`src/rtl/core/nkc_pkg.sv`:
```
// Shared constants and types for the nearest-knot curve lookup unit.
package nkc_pkg;

   localparam int MAX_KNOTS = 16;
   localparam int IDX_W     = (MAX_KNOTS > 1) ? $clog2(MAX_KNOTS) : 1;
   localparam int VAL_W     = 32;
   localparam int POS_W     = 36;
   localparam int CMP_W     = POS_W + 1;
   localparam int REM_MW    = 34;
   localparam int REM_DW    = REM_MW + 1;
   localparam int CSR_IDX_W = 3;

   localparam logic       CMD_QUERY = 1'b0;
   localparam logic       CMD_WRITE = 1'b1;

   localparam logic [1:0] REGION_INSIDE = 2'd0;
   localparam logic [1:0] REGION_BELOW  = 2'd1;
   localparam logic [1:0] REGION_ABOVE  = 2'd2;

   localparam logic [CSR_IDX_W-1:0] CSR_KNOT_COUNT     = 3'd0;
   localparam logic [CSR_IDX_W-1:0] CSR_FLOOR_MODE     = 3'd1;
   localparam logic [CSR_IDX_W-1:0] CSR_CEIL_MODE      = 3'd2;
   localparam logic [CSR_IDX_W-1:0] CSR_FLOOR_CONSTANT = 3'd3;
   localparam logic [CSR_IDX_W-1:0] CSR_CEIL_CONSTANT  = 3'd4;

   typedef enum logic [1:0] {
      MODE_CLAMP    = 2'd0,
      MODE_CONSTANT = 2'd1,
      MODE_REPEAT   = 2'd2,
      MODE_MIRROR   = 2'd3
   } mode_type;

endpackage

```
`src/rtl/core/nkc_knot_ram.sv`:
```
// Knot table memory: x and y words per slot, one write port, one registered read port.
module nkc_knot_ram (
   input  logic                                  clock,
   input  logic                                  wr_en,
   input  logic        [nkc_pkg::IDX_W-1:0]      wr_addr,
   input  logic signed [nkc_pkg::VAL_W-1:0]      wr_x,
   input  logic signed [nkc_pkg::VAL_W-1:0]      wr_y,
   input  logic        [nkc_pkg::IDX_W-1:0]      rd_addr,
   output logic signed [nkc_pkg::VAL_W-1:0]      rd_x,
   output logic signed [nkc_pkg::VAL_W-1:0]      rd_y
);

   logic signed [nkc_pkg::VAL_W-1:0] x_mem [nkc_pkg::MAX_KNOTS];
   logic signed [nkc_pkg::VAL_W-1:0] y_mem [nkc_pkg::MAX_KNOTS];

   always_ff @(posedge clock) begin
      if (wr_en) begin
         x_mem[wr_addr] <= wr_x;
         y_mem[wr_addr] <= wr_y;
      end
      rd_x <= x_mem[rd_addr];
      rd_y <= y_mem[rd_addr];
   end

endmodule

```
`src/rtl/core/nkc_rem_unit.sv`:
```
// Bit-serial truncated remainder: one quotient bit per cycle, sign follows the dividend.
module nkc_rem_unit (
   input  logic                                clock,
   input  logic                                reset,
   input  logic                                start,
   input  logic signed [nkc_pkg::REM_DW-1:0]   dividend,
   input  logic        [nkc_pkg::REM_MW-1:0]   divisor,
   output logic                                done,
   output logic signed [nkc_pkg::REM_DW-1:0]   remainder
);

   localparam int CNT_W = $clog2(nkc_pkg::REM_MW + 1);

   logic                         busy_ff;
   logic                         done_ff;
   logic [CNT_W-1:0]             cnt_ff;
   logic [nkc_pkg::REM_MW-1:0]   quo_ff;
   logic [nkc_pkg::REM_MW:0]     rem_ff;
   logic [nkc_pkg::REM_MW-1:0]   div_ff;
   logic                         neg_ff;
   logic [nkc_pkg::REM_DW-1:0]   mag;
   logic [nkc_pkg::REM_MW:0]     trial;
   logic [nkc_pkg::REM_MW:0]     rem_in;

   assign mag   = dividend[nkc_pkg::REM_DW-1] ? -dividend : dividend;
   assign trial = {rem_ff[nkc_pkg::REM_MW-1:0], quo_ff[nkc_pkg::REM_MW-1]};
   assign rem_in = (trial >= {1'b0, div_ff}) ? trial - {1'b0, div_ff} : trial;

   always_ff @(posedge clock) begin
      if (reset) begin
         busy_ff <= 1'b0;
         done_ff <= 1'b0;
      end else begin
         done_ff <= 1'b0;
         if (start) begin
            busy_ff <= 1'b1;
            cnt_ff  <= CNT_W'(nkc_pkg::REM_MW);
            quo_ff  <= mag[nkc_pkg::REM_MW-1:0];
            rem_ff  <= '0;
            div_ff  <= divisor;
            neg_ff  <= dividend[nkc_pkg::REM_DW-1];
         end else if (busy_ff) begin
            rem_ff <= rem_in;
            quo_ff <= quo_ff << 1;
            cnt_ff <= cnt_ff - 1'b1;
            if (cnt_ff == CNT_W'(1)) begin
               busy_ff <= 1'b0;
               done_ff <= 1'b1;
            end
         end
      end
   end

   assign done      = done_ff;
   assign remainder = neg_ff ? -$signed(rem_ff) : $signed(rem_ff);

endmodule

```
`src/rtl/core/nearest_knot_curve_lookup_unit.sv`:
```
// Top level of the nearest-knot curve lookup unit: sequencer, config registers, output register.
//
// A knot write (cmd 1) stores x and y in the knot memory when accepted; it gives no
// response beat. A query (cmd 0) reads the first and last valid knots through the
// memory's registered read port, decides the region, and then either returns a constant
// or clamped y at once, or looks the position up in the table. Repeat and mirror modes
// first fold the position through a bit-serial remainder unit when the span is positive
// and there is more than one knot; otherwise they return the clamped y. The lookup scans
// knots 1 to n-2 one memory read per cycle, keeping the highest slot whose x is not above
// the position, then reads the following knot and picks the nearer one, with n the
// effective knot count (count 0 acts as 1, counts above 16 act as 16). The single memory
// read port sets the scan length and the remainder loop sets the fold cost. A finished
// result waits in the output register while the next beat is accepted. Knot slots that
// were never written return undefined values.
module nearest_knot_curve_lookup_unit (
   input  logic                                   clock,
   input  logic                                   reset,
   input  logic                                   req_valid,
   output logic                                   req_ready,
   input  logic                                   req_cmd,
   input  logic        [3:0]                      req_knot_index,
   input  logic signed [nkc_pkg::VAL_W-1:0]       req_x_value,
   input  logic signed [nkc_pkg::VAL_W-1:0]       req_y_value,
   output logic                                   rsp_valid,
   input  logic                                   rsp_ready,
   output logic signed [nkc_pkg::VAL_W-1:0]       rsp_result_value,
   output logic        [1:0]                      rsp_region,
   input  logic                                   csr_wr_en,
   input  logic        [nkc_pkg::CSR_IDX_W-1:0]   csr_index,
   input  logic        [nkc_pkg::VAL_W-1:0]       csr_wr_data
);

   localparam int IW = nkc_pkg::IDX_W;
   localparam int PW = nkc_pkg::POS_W;
   localparam int CW = nkc_pkg::CMP_W;
   localparam int DW = nkc_pkg::REM_DW;
   localparam int MW = nkc_pkg::REM_MW;

   typedef enum logic [2:0] {
      ST_IDLE, ST_RD0, ST_RDL, ST_REM, ST_LKS, ST_SCAN, ST_PAIR, ST_EMIT
   } state_type;

   state_type state_ff;

   // config registers
   logic [4:0]                        knot_count_ff;
   nkc_pkg::mode_type                 floor_mode_ff;
   nkc_pkg::mode_type                 ceil_mode_ff;
   logic signed [nkc_pkg::VAL_W-1:0]  floor_const_ff;
   logic signed [nkc_pkg::VAL_W-1:0]  ceil_const_ff;

   // query context
   logic signed [nkc_pkg::VAL_W-1:0]  xq_ff;
   logic signed [nkc_pkg::VAL_W-1:0]  x0_ff;
   logic signed [nkc_pkg::VAL_W-1:0]  y0_ff;
   logic signed [nkc_pkg::VAL_W-1:0]  xl_ff;
   logic signed [PW-1:0]              lq_ff;
   logic                              below_ff;
   logic                              mirror_ff;
   logic [IW-1:0]                     p_ff;
   logic signed [nkc_pkg::VAL_W-1:0]  xp_ff;
   logic signed [nkc_pkg::VAL_W-1:0]  yp_ff;
   logic [IW-1:0]                     scan_idx_ff;
   logic                              pend_ff;
   logic [IW-1:0]                     pend_idx_ff;

   // output register
   logic                              rsp_valid_ff;
   logic signed [nkc_pkg::VAL_W-1:0]  rsp_value_ff;
   logic [1:0]                        rsp_region_ff;
   logic signed [nkc_pkg::VAL_W-1:0]  res_ff;
   logic [1:0]                        region_ff;

   // memory and remainder unit hookup
   logic                              wr_en;
   logic [IW-1:0]                     rd_addr;
   logic signed [nkc_pkg::VAL_W-1:0]  rd_x;
   logic signed [nkc_pkg::VAL_W-1:0]  rd_y;
   logic                              rem_start;
   logic signed [DW-1:0]              rem_dividend;
   logic [MW-1:0]                     rem_divisor;
   logic                              rem_done;
   logic signed [DW-1:0]              rem_value;

   logic                              req_fire;
   logic [IW-1:0]                     nm1;
   logic signed [nkc_pkg::VAL_W:0]    span;
   logic signed [nkc_pkg::VAL_W:0]    span_l;
   logic signed [nkc_pkg::VAL_W:0]    offset;
   logic                              is_below;
   logic                              is_above;
   nkc_pkg::mode_type                 act_mode;
   logic                              can_fold;
   logic                              issue;
   logic signed [PW-1:0]              fold_rep;
   logic signed [PW-1:0]              fold_m;
   logic signed [PW-1:0]              fold_r;
   logic signed [PW-1:0]              fold_mir;
   logic signed [CW-1:0]              pair_lhs;
   logic signed [CW-1:0]              pair_rhs;

   // effective knot count minus one, clamped to the table
   always_comb begin
      if (knot_count_ff == 5'd0) begin
         nm1 = '0;
      end else if (32'(knot_count_ff) > nkc_pkg::MAX_KNOTS) begin
         nm1 = IW'(nkc_pkg::MAX_KNOTS - 1);
      end else begin
         nm1 = IW'(knot_count_ff - 5'd1);
      end
   end

   assign req_ready = (state_ff == ST_IDLE);
   assign req_fire  = req_valid && req_ready;
   assign wr_en     = req_fire && (req_cmd == nkc_pkg::CMD_WRITE)
                      && (32'(req_knot_index) < nkc_pkg::MAX_KNOTS);

   // region decision while the last knot is on the read port
   assign span_l   = (nkc_pkg::VAL_W + 1)'(rd_x) - (nkc_pkg::VAL_W + 1)'(x0_ff);
   assign span     = (nkc_pkg::VAL_W + 1)'(xl_ff) - (nkc_pkg::VAL_W + 1)'(x0_ff);
   assign offset   = (nkc_pkg::VAL_W + 1)'(xq_ff) - (nkc_pkg::VAL_W + 1)'(x0_ff);
   assign is_below = xq_ff < x0_ff;
   assign is_above = !is_below && (xq_ff > rd_x);
   assign act_mode = is_below ? floor_mode_ff : ceil_mode_ff;
   assign can_fold = (nm1 != '0) && (span_l > 0);
   assign issue    = scan_idx_ff < nm1;

   always_comb begin
      case (state_ff)
         ST_RD0:  rd_addr = nm1;
         ST_SCAN: rd_addr = issue ? scan_idx_ff : p_ff + 1'b1;
         default: rd_addr = '0;
      endcase
   end

   // launch the fold: repeat divides d by the span, mirror divides d+span by twice the span
   always_comb begin
      rem_start    = 1'b0;
      rem_dividend = DW'(offset);
      rem_divisor  = MW'(span_l);
      if (state_ff == ST_RDL && (is_below || is_above) && can_fold) begin
         if (act_mode == nkc_pkg::MODE_REPEAT) begin
            rem_start = 1'b1;
         end else if (act_mode == nkc_pkg::MODE_MIRROR) begin
            rem_start    = 1'b1;
            rem_dividend = DW'(offset) + DW'(span_l);
            rem_divisor  = MW'(span_l) << 1;
         end
      end
   end

   // folded positions once the remainder lands
   assign fold_rep = PW'(rem_value) + (below_ff ? PW'(xl_ff) : PW'(x0_ff));
   assign fold_m   = (rem_value < 0) ? PW'(rem_value) + (PW'(span) <<< 1) : PW'(rem_value);
   assign fold_r   = fold_m - PW'(span);
   assign fold_mir = PW'(x0_ff) + ((fold_r < 0) ? -fold_r : fold_r);

   // nearer knot: 2x against xa + xb
   assign pair_lhs = CW'(lq_ff) <<< 1;
   assign pair_rhs = CW'(xp_ff) + CW'(rd_x);

   always_ff @(posedge clock) begin
      if (reset) begin
         state_ff       <= ST_IDLE;
         rsp_valid_ff   <= 1'b0;
         knot_count_ff  <= 5'd1;
         floor_mode_ff  <= nkc_pkg::MODE_CLAMP;
         ceil_mode_ff   <= nkc_pkg::MODE_CLAMP;
         floor_const_ff <= '0;
         ceil_const_ff  <= '0;
         pend_ff        <= 1'b0;
      end else begin
         if (csr_wr_en) begin
            case (csr_index)
               nkc_pkg::CSR_KNOT_COUNT:     knot_count_ff  <= csr_wr_data[4:0];
               nkc_pkg::CSR_FLOOR_MODE:     floor_mode_ff  <= nkc_pkg::mode_type'(csr_wr_data[1:0]);
               nkc_pkg::CSR_CEIL_MODE:      ceil_mode_ff   <= nkc_pkg::mode_type'(csr_wr_data[1:0]);
               nkc_pkg::CSR_FLOOR_CONSTANT: floor_const_ff <= $signed(csr_wr_data);
               nkc_pkg::CSR_CEIL_CONSTANT:  ceil_const_ff  <= $signed(csr_wr_data);
               default: ;
            endcase
         end

         // drop the response once taken, unless a new one is loaded in its place
         if (rsp_valid_ff && rsp_ready && (state_ff != ST_EMIT)) begin
            rsp_valid_ff <= 1'b0;
         end

         case (state_ff)
            ST_IDLE: begin
               if (req_fire && req_cmd == nkc_pkg::CMD_QUERY) begin
                  xq_ff    <= req_x_value;
                  state_ff <= ST_RD0;
               end
            end
            ST_RD0: begin
               x0_ff    <= rd_x;
               y0_ff    <= rd_y;
               state_ff <= ST_RDL;
            end
            ST_RDL: begin
               xl_ff    <= rd_x;
               below_ff <= is_below;
               lq_ff    <= PW'(xq_ff);
               if (!is_below && !is_above) begin
                  region_ff <= nkc_pkg::REGION_INSIDE;
                  state_ff  <= ST_LKS;
               end else begin
                  region_ff <= is_below ? nkc_pkg::REGION_BELOW : nkc_pkg::REGION_ABOVE;
                  mirror_ff <= (act_mode == nkc_pkg::MODE_MIRROR);
                  if (act_mode == nkc_pkg::MODE_CONSTANT) begin
                     res_ff   <= is_below ? floor_const_ff : ceil_const_ff;
                     state_ff <= ST_EMIT;
                  end else if (rem_start) begin
                     state_ff <= ST_REM;
                  end else begin
                     res_ff   <= is_below ? y0_ff : rd_y;
                     state_ff <= ST_EMIT;
                  end
               end
            end
            ST_REM: begin
               if (rem_done) begin
                  lq_ff    <= mirror_ff ? fold_mir : fold_rep;
                  state_ff <= ST_LKS;
               end
            end
            ST_LKS: begin
               if (nm1 == '0) begin
                  res_ff   <= y0_ff;
                  state_ff <= ST_EMIT;
               end else begin
                  p_ff        <= '0;
                  xp_ff       <= x0_ff;
                  yp_ff       <= y0_ff;
                  scan_idx_ff <= IW'(1);
                  pend_ff     <= 1'b0;
                  state_ff    <= ST_SCAN;
               end
            end
            ST_SCAN: begin
               // hold the highest slot whose x is not above the position
               if (pend_ff && (PW'(rd_x) <= lq_ff)) begin
                  p_ff  <= pend_idx_ff;
                  xp_ff <= rd_x;
                  yp_ff <= rd_y;
               end
               pend_ff     <= issue;
               pend_idx_ff <= scan_idx_ff;
               if (issue) begin
                  scan_idx_ff <= scan_idx_ff + 1'b1;
               end else if (!pend_ff) begin
                  state_ff <= ST_PAIR;
               end
            end
            ST_PAIR: begin
               res_ff   <= (pair_lhs < pair_rhs) ? yp_ff : rd_y;
               state_ff <= ST_EMIT;
            end
            ST_EMIT: begin
               if (!rsp_valid_ff || rsp_ready) begin
                  rsp_valid_ff  <= 1'b1;
                  rsp_value_ff  <= res_ff;
                  rsp_region_ff <= region_ff;
                  state_ff      <= ST_IDLE;
               end
            end
            default: state_ff <= ST_IDLE;
         endcase
      end
   end

   nkc_knot_ram u_knot_ram (
      .clock   (clock),
      .wr_en   (wr_en),
      .wr_addr (IW'(req_knot_index)),
      .wr_x    (req_x_value),
      .wr_y    (req_y_value),
      .rd_addr (rd_addr),
      .rd_x    (rd_x),
      .rd_y    (rd_y)
   );

   nkc_rem_unit u_rem_unit (
      .clock     (clock),
      .reset     (reset),
      .start     (rem_start),
      .dividend  (rem_dividend),
      .divisor   (rem_divisor),
      .done      (rem_done),
      .remainder (rem_value)
   );

   assign rsp_valid        = rsp_valid_ff;
   assign rsp_result_value = rsp_value_ff;
   assign rsp_region       = rsp_region_ff;

endmodule
```
`config.mk`:
```
export PLATFORM = sky130hd
export DESIGN_NAME = nearest_knot_curve_lookup_unit
export DESIGN_NICKNAME = d
export VERILOG_FILES = /design/src/rtl/core/nkc_pkg.sv /design/src/rtl/core/nkc_knot_ram.sv /design/src/rtl/core/nkc_rem_unit.sv /design/src/rtl/core/nearest_knot_curve_lookup_unit.sv
export SDC_FILE = /design/constraint.sdc
export NUM_CORES = 2
export LEC_CHECK = 0
export BUFFER_PORTS_ARGS = -buffer_cell sky130_fd_sc_hd__buf_2
export CAP_MARGIN = 20
export CORE_ASPECT_RATIO = 0.8
export CORE_MARGIN = 2
export CORE_UTILIZATION = 64
export DETAILED_ROUTE_END_ITERATION = 12
export PLACE_DENSITY = 0.88
export SETUP_SLACK_MARGIN = 0.5
export SYNTH_ARGS = -nofsm -noshare
export SYNTH_HDL_FRONTEND = slang
export SYNTH_SLANG_ARGS = --single-unit
```
`constraint.sdc`:
```
create_clock -name clock -period 12.9 [get_ports clock]
set_input_delay 2.58 -clock clock [delete_from_list [all_inputs] [get_ports clock]]
set_output_delay 2.58 -clock clock [all_outputs]
set_load 0.01 [all_outputs]
```
==> results.sh <==
export IMPL_status="finished, final reports clean"
export IMPL_hold_buffers=0
export IMPL_cellPowerDensity_nw_per_um2=236
export IMPL_avgRoutedWirePerCell_um=26.2
export IMPL_finalCriticalPeriod_ns=11.68
export IMPL_cts_sinks=1588
export IMPL_first_pass_iters=6
export IMPL_cap_viol_max_count=0
export IMPL_async_flop_share_pct=0
export IMPL_internal_power_mw=12.5
export IMPL_hold_end="rsp_result_value[13]$_DFFE_PP_"
export IMPL_synth_area_mux_share_pct=1.45
export IMPL_ant_nets=0
export IMPL_cts_buffers=148
export IMPL_synth_nets=8523
export IMPL_worstReg2RegStart="x0_ff[0]$_DFFE_PP_"
export IMPL_vias=67000
export IMPL_yosys_area_share_simple_pct=13.6
export IMPL_num_io_pins=145
export IMPL_hpwl_um=167000
export IMPL_endpoint_kind="flip-flop"
export IMPL_setup_tns_ns=0
export IMPL_syn_area_per_cell_um2=10.7
export IMPL_antenna_found_initial=40
export IMPL_critPathSlowestCell="or4_1"
export IMPL_drv_slew=0
export IMPL_synth_cell_area_um2=85200
export IMPL_critPathKind="reg -> reg"
export IMPL_nets=8517
export IMPL_path_clk_slew_ns=0.07
export IMPL_grt_remaining_overflow=0
export IMPL_p_comb_share_pct=50.8
export IMPL_ys_warn_count=0
export IMPL_top_layer="met5"
export IMPL_power_leakage_nw=33.9
export IMPL_clockBufferDepth=3
export IMPL_port_buffers=144
export IMPL_p_switching_mw=9.31
export IMPL_cp_max_fo=5
export IMPL_synth_compound_area_share_pct=17.1
export IMPL_vdd_drop_max_v=0.000179
export IMPL_route_met2_wl_um=114000
export IMPL_initial_utilization_pct=64.6
export IMPL_core_um2=132000
export IMPL_synth_edff_count=1444
export IMPL_ys_flop_type="edfxtp_1"
export IMPL_cts_root_buf="clkbuf_16"
export IMPL_crit_arrival_ns=12.29
export IMPL_std_cell_rows=119
export IMPL_drt_iter0_drc=10900
export IMPL_synth_area_top_cells="edfxtp_1 (51%), ha_1 (6.6%), nand2_1 (5.3%)"
export IMPL_p_seq_share_pct=29.2
export IMPL_placed_area_um2=87500
export IMPL_die_area_um2=136000
export IMPL_finClkSkew_ns=0.0742
export IMPL_hold_start="res_ff[13]$_DFFE_PP_"
export IMPL_grt_total_usage_pct=36.7
export IMPL_grt_max_degree=223
export IMPL_r2r_end="lq_ff[35]$_DFFE_PP_"
export IMPL_cp_start_kind="flip-flop"
export IMPL_drt_met1_wl_um=97900
export IMPL_die_w_um=412
export IMPL_totalWireLength_um=257000
export IMPL_rrSetupSlack_ns=1.22
export IMPL_clk_latency_ns=0.83
export IMPL_area_delta_synth_final_pct=8.69
export IMPL_finalCritPeriodShare_pct=90.6
export IMPL_crit_required_ns=13.50
export IMPL_clock_fmax_ghz=0.0856
export IMPL_hp_class="reg -> reg"
export IMPL_synth_xor_area_share_pct=3.71
export IMPL_ys_seq_area_share_pct=54.3
export IMPL_final_area_um2=92600
export IMPL_ctsHtreeMaxLevel=4
export IMPL_synth_seq_cells=1588
export IMPL_min_delay_path_depth=0
export IMPL_synthAdderAreaFrac_pct=6.84
export IMPL_switching_share_pct=42.6
export IMPL_clkPwrFrac_pct=20.0
export IMPL_yosysUniqueCellTypes=96
export IMPL_rsz0062_at_grt="no"
export IMPL_hold_viol_final=0
export IMPL_worst_r2r_path_depth=56
export IMPL_place_congestion=1.04
export IMPL_p_total_mw=21.9
export IMPL_synth_largest_area_cell="edfxtp_1"
export IMPL_setup_viol=0
export IMPL_grt_pass1_vias=62700
export IMPL_tightest_slew_ns=1.34
export IMPL_syn_inst=7955
export IMPL_cts_tree="built"
export IMPL_drc=0
export IMPL_grt_pass1_wl_um=377000
export IMPL_cpPeakStageDelay_ns=0.44
export IMPL_die_h_um=330
export IMPL_wl_met3_um=35500
export IMPL_synth_top_area_share_pct=50.9
export IMPL_synth_top_family_by_area="compound AO/OA/AOI/OAI gates"
export IMPL_via_per_inst=6.81
export IMPL_drive_above_1_share_pct=7.25
export IMPL_max_slew_margin_rel_pct=10.4
-- critical path, delay by kind of cell (launching register included) --
kind,cells,cell delay (ns)
compound gates,33,6.77
flops,1,0.43
xor+xnor,5,0.77
fa+ha+maj,5,1.41
buf+inv,2,0.39
simple gates,11,1.67
-- layout by cell type, fill, tap and decap left out, types with 80 or more instances in the layout --
master and count:
xor2_1 151, nor2_1 421, nand2_1 1210, ha_1 449, a211oi_1 363, buf_4 82
clkbuf_16 151, inv_1 289, a31oi_1 170, mux2i_1 93, xnor2_1 208, edfxtp_1 1444
a21oi_1 621, buf_2 143, nand3_1 81, o21ai_0 386, dfxtp_1 144, a311oi_1 134
a21o_1 166, nand2b_1 80, and2_1 272
-- cells in the mapped netlist, drive strengths merged, types with 9 or more instances --
| cell type | n |
|---|---|
| a211oi | 365 |
| a21oi | 627 |
| ha | 449 |
| o21ai | 400 |
| a31oi | 172 |
| inv | 294 |
| nor4 | 33 |
| nor2b | 66 |
| or2 | 24 |
| dfxtp | 144 |
| a311oi | 134 |
| mux2i | 93 |
| a211o | 21 |
| o21bai | 36 |
| edfxtp | 1444 |
| nor2 | 439 |
| nand3 | 82 |
| o311ai | 9 |
| a21o | 166 |
| clkbuf | 352 |
| a2111oi | 12 |
| and3 | 39 |
| nor3b | 18 |
| or4 | 12 |
| o211ai | 20 |
| and4 | 13 |
| nand2b | 80 |
| o21a | 63 |
| xor2 | 152 |
| o41ai | 13 |
| and2 | 278 |
| mux2 | 27 |
| o221ai | 39 |
| o31a | 17 |
| o31ai | 30 |
| nand2 | 1211 |
| buf | 39 |
| nand4 | 57 |
| nor3 | 83 |
| or3 | 34 |
| fa | 10 |
| nand3b | 9 |
| xnor2 | 208 |
| a21boi | 24 |
-- final cells by class --
type / instances / area, um2
flip-flops and latches: 1588 / 46200
repair buffers: 234 / 1510
well taps: 1754 / 2190
multi-input cells: 5683 / 36700
clock buffers: 200 / 4080
clock inverters: 70 / 674
diodes: 21 / 52.6
inverters: 294 / 1100
fillers: 8740 / 39200
-- power groups by stage --
stage,Combinational (mW),Sequential [mW],Clock (mW)
6_report,11.1,6.38,4.38
5_1_grt,12.0,6.37,4.55
4_1_cts,10.7,6.34,4.36
3_5_place_dp,10.5,6.45,0
3_3_place_gp,10.3,6.43,0
2_1_floorplan,7.89,6.26,0
-- per-stage QoR --
step           instances  util (%)  worst slack [ns]  hold slack, ns
3_3_place_gp        9542      66.4             0.800           0.401
5_1_grt             9837      70.2             0.514           0.419
4_1_cts             9812      70.0             0.542           0.416
2_1_floorplan       7955         -              2.06           0.400
3_5_place_dp        9542      66.4             0.707           0.405
6_report            9844      70.2              1.22           0.415
-- metal layers --
metal / global-route usage [%] / vias to the layer above
met3: 9.78 / 734
met1: 51.1 / 31900
li1: - / 29500
met5: 0 / -
met2: 54.9 / 4896
met4: 15.0 / 22
-- what timing repair did --
| action | in CTS | in global routing |
|---|---|---|
| buffers inserted | 0 | 8 |
| gates resized for setup | 0 | 24 |
| endpoints found under the setup margin | 0 | 16 |
| endpoints found under the hold margin | 0 | 0 |
-- logic make-up (layout without fill, tap and decap cells) --
| family | count (synthesis) | after routing |
|---|---|---|
| adder cells (fa/ha/maj) | 460 | 460 |
| multiplexers | 120 | 120 |
| buffers and inverters | 685 | 798 |
| other | 0 | 21 |
| AO/OA/AOI/OAI | 2236 | 2237 |
| flip-flops | 1588 | 1588 |
| AND/OR/NAND/NOR | 2506 | 2506 |
| XOR/XNOR | 360 | 360 |
-- sequential cells by signal, summed over array words and instances (netlist names), 34 cells and up --
signal and cells:
u_knot_ram.y_mem 512, u_rem_unit.quo_ff 34, u_rem_unit.div_ff 34, lq_ff 36, u_knot_ram.x_mem 512, u_rem_unit.rem_ff 35
-- worst max path at each step --
stage,start,end,cells past startpoint
floorplan,x0_ff[1]$_DFFE_PP_,lq_ff[35]$_DFFE_PP_,54
global placement,x0_ff[1]$_DFFE_PP_,lq_ff[35]$_DFFE_PP_,54
detailed placement,x0_ff[1]$_DFFE_PP_,lq_ff[35]$_DFFE_PP_,54
CTS,x0_ff[1]$_DFFE_PP_,lq_ff[35]$_DFFE_PP_,54
global route,x0_ff[2]$_DFFE_PP_,lq_ff[35]$_DFFE_PP_,56
finish,x0_ff[0]$_DFFE_PP_,lq_ff[35]$_DFFE_PP_,56
(Power assumes the default switching activity.)
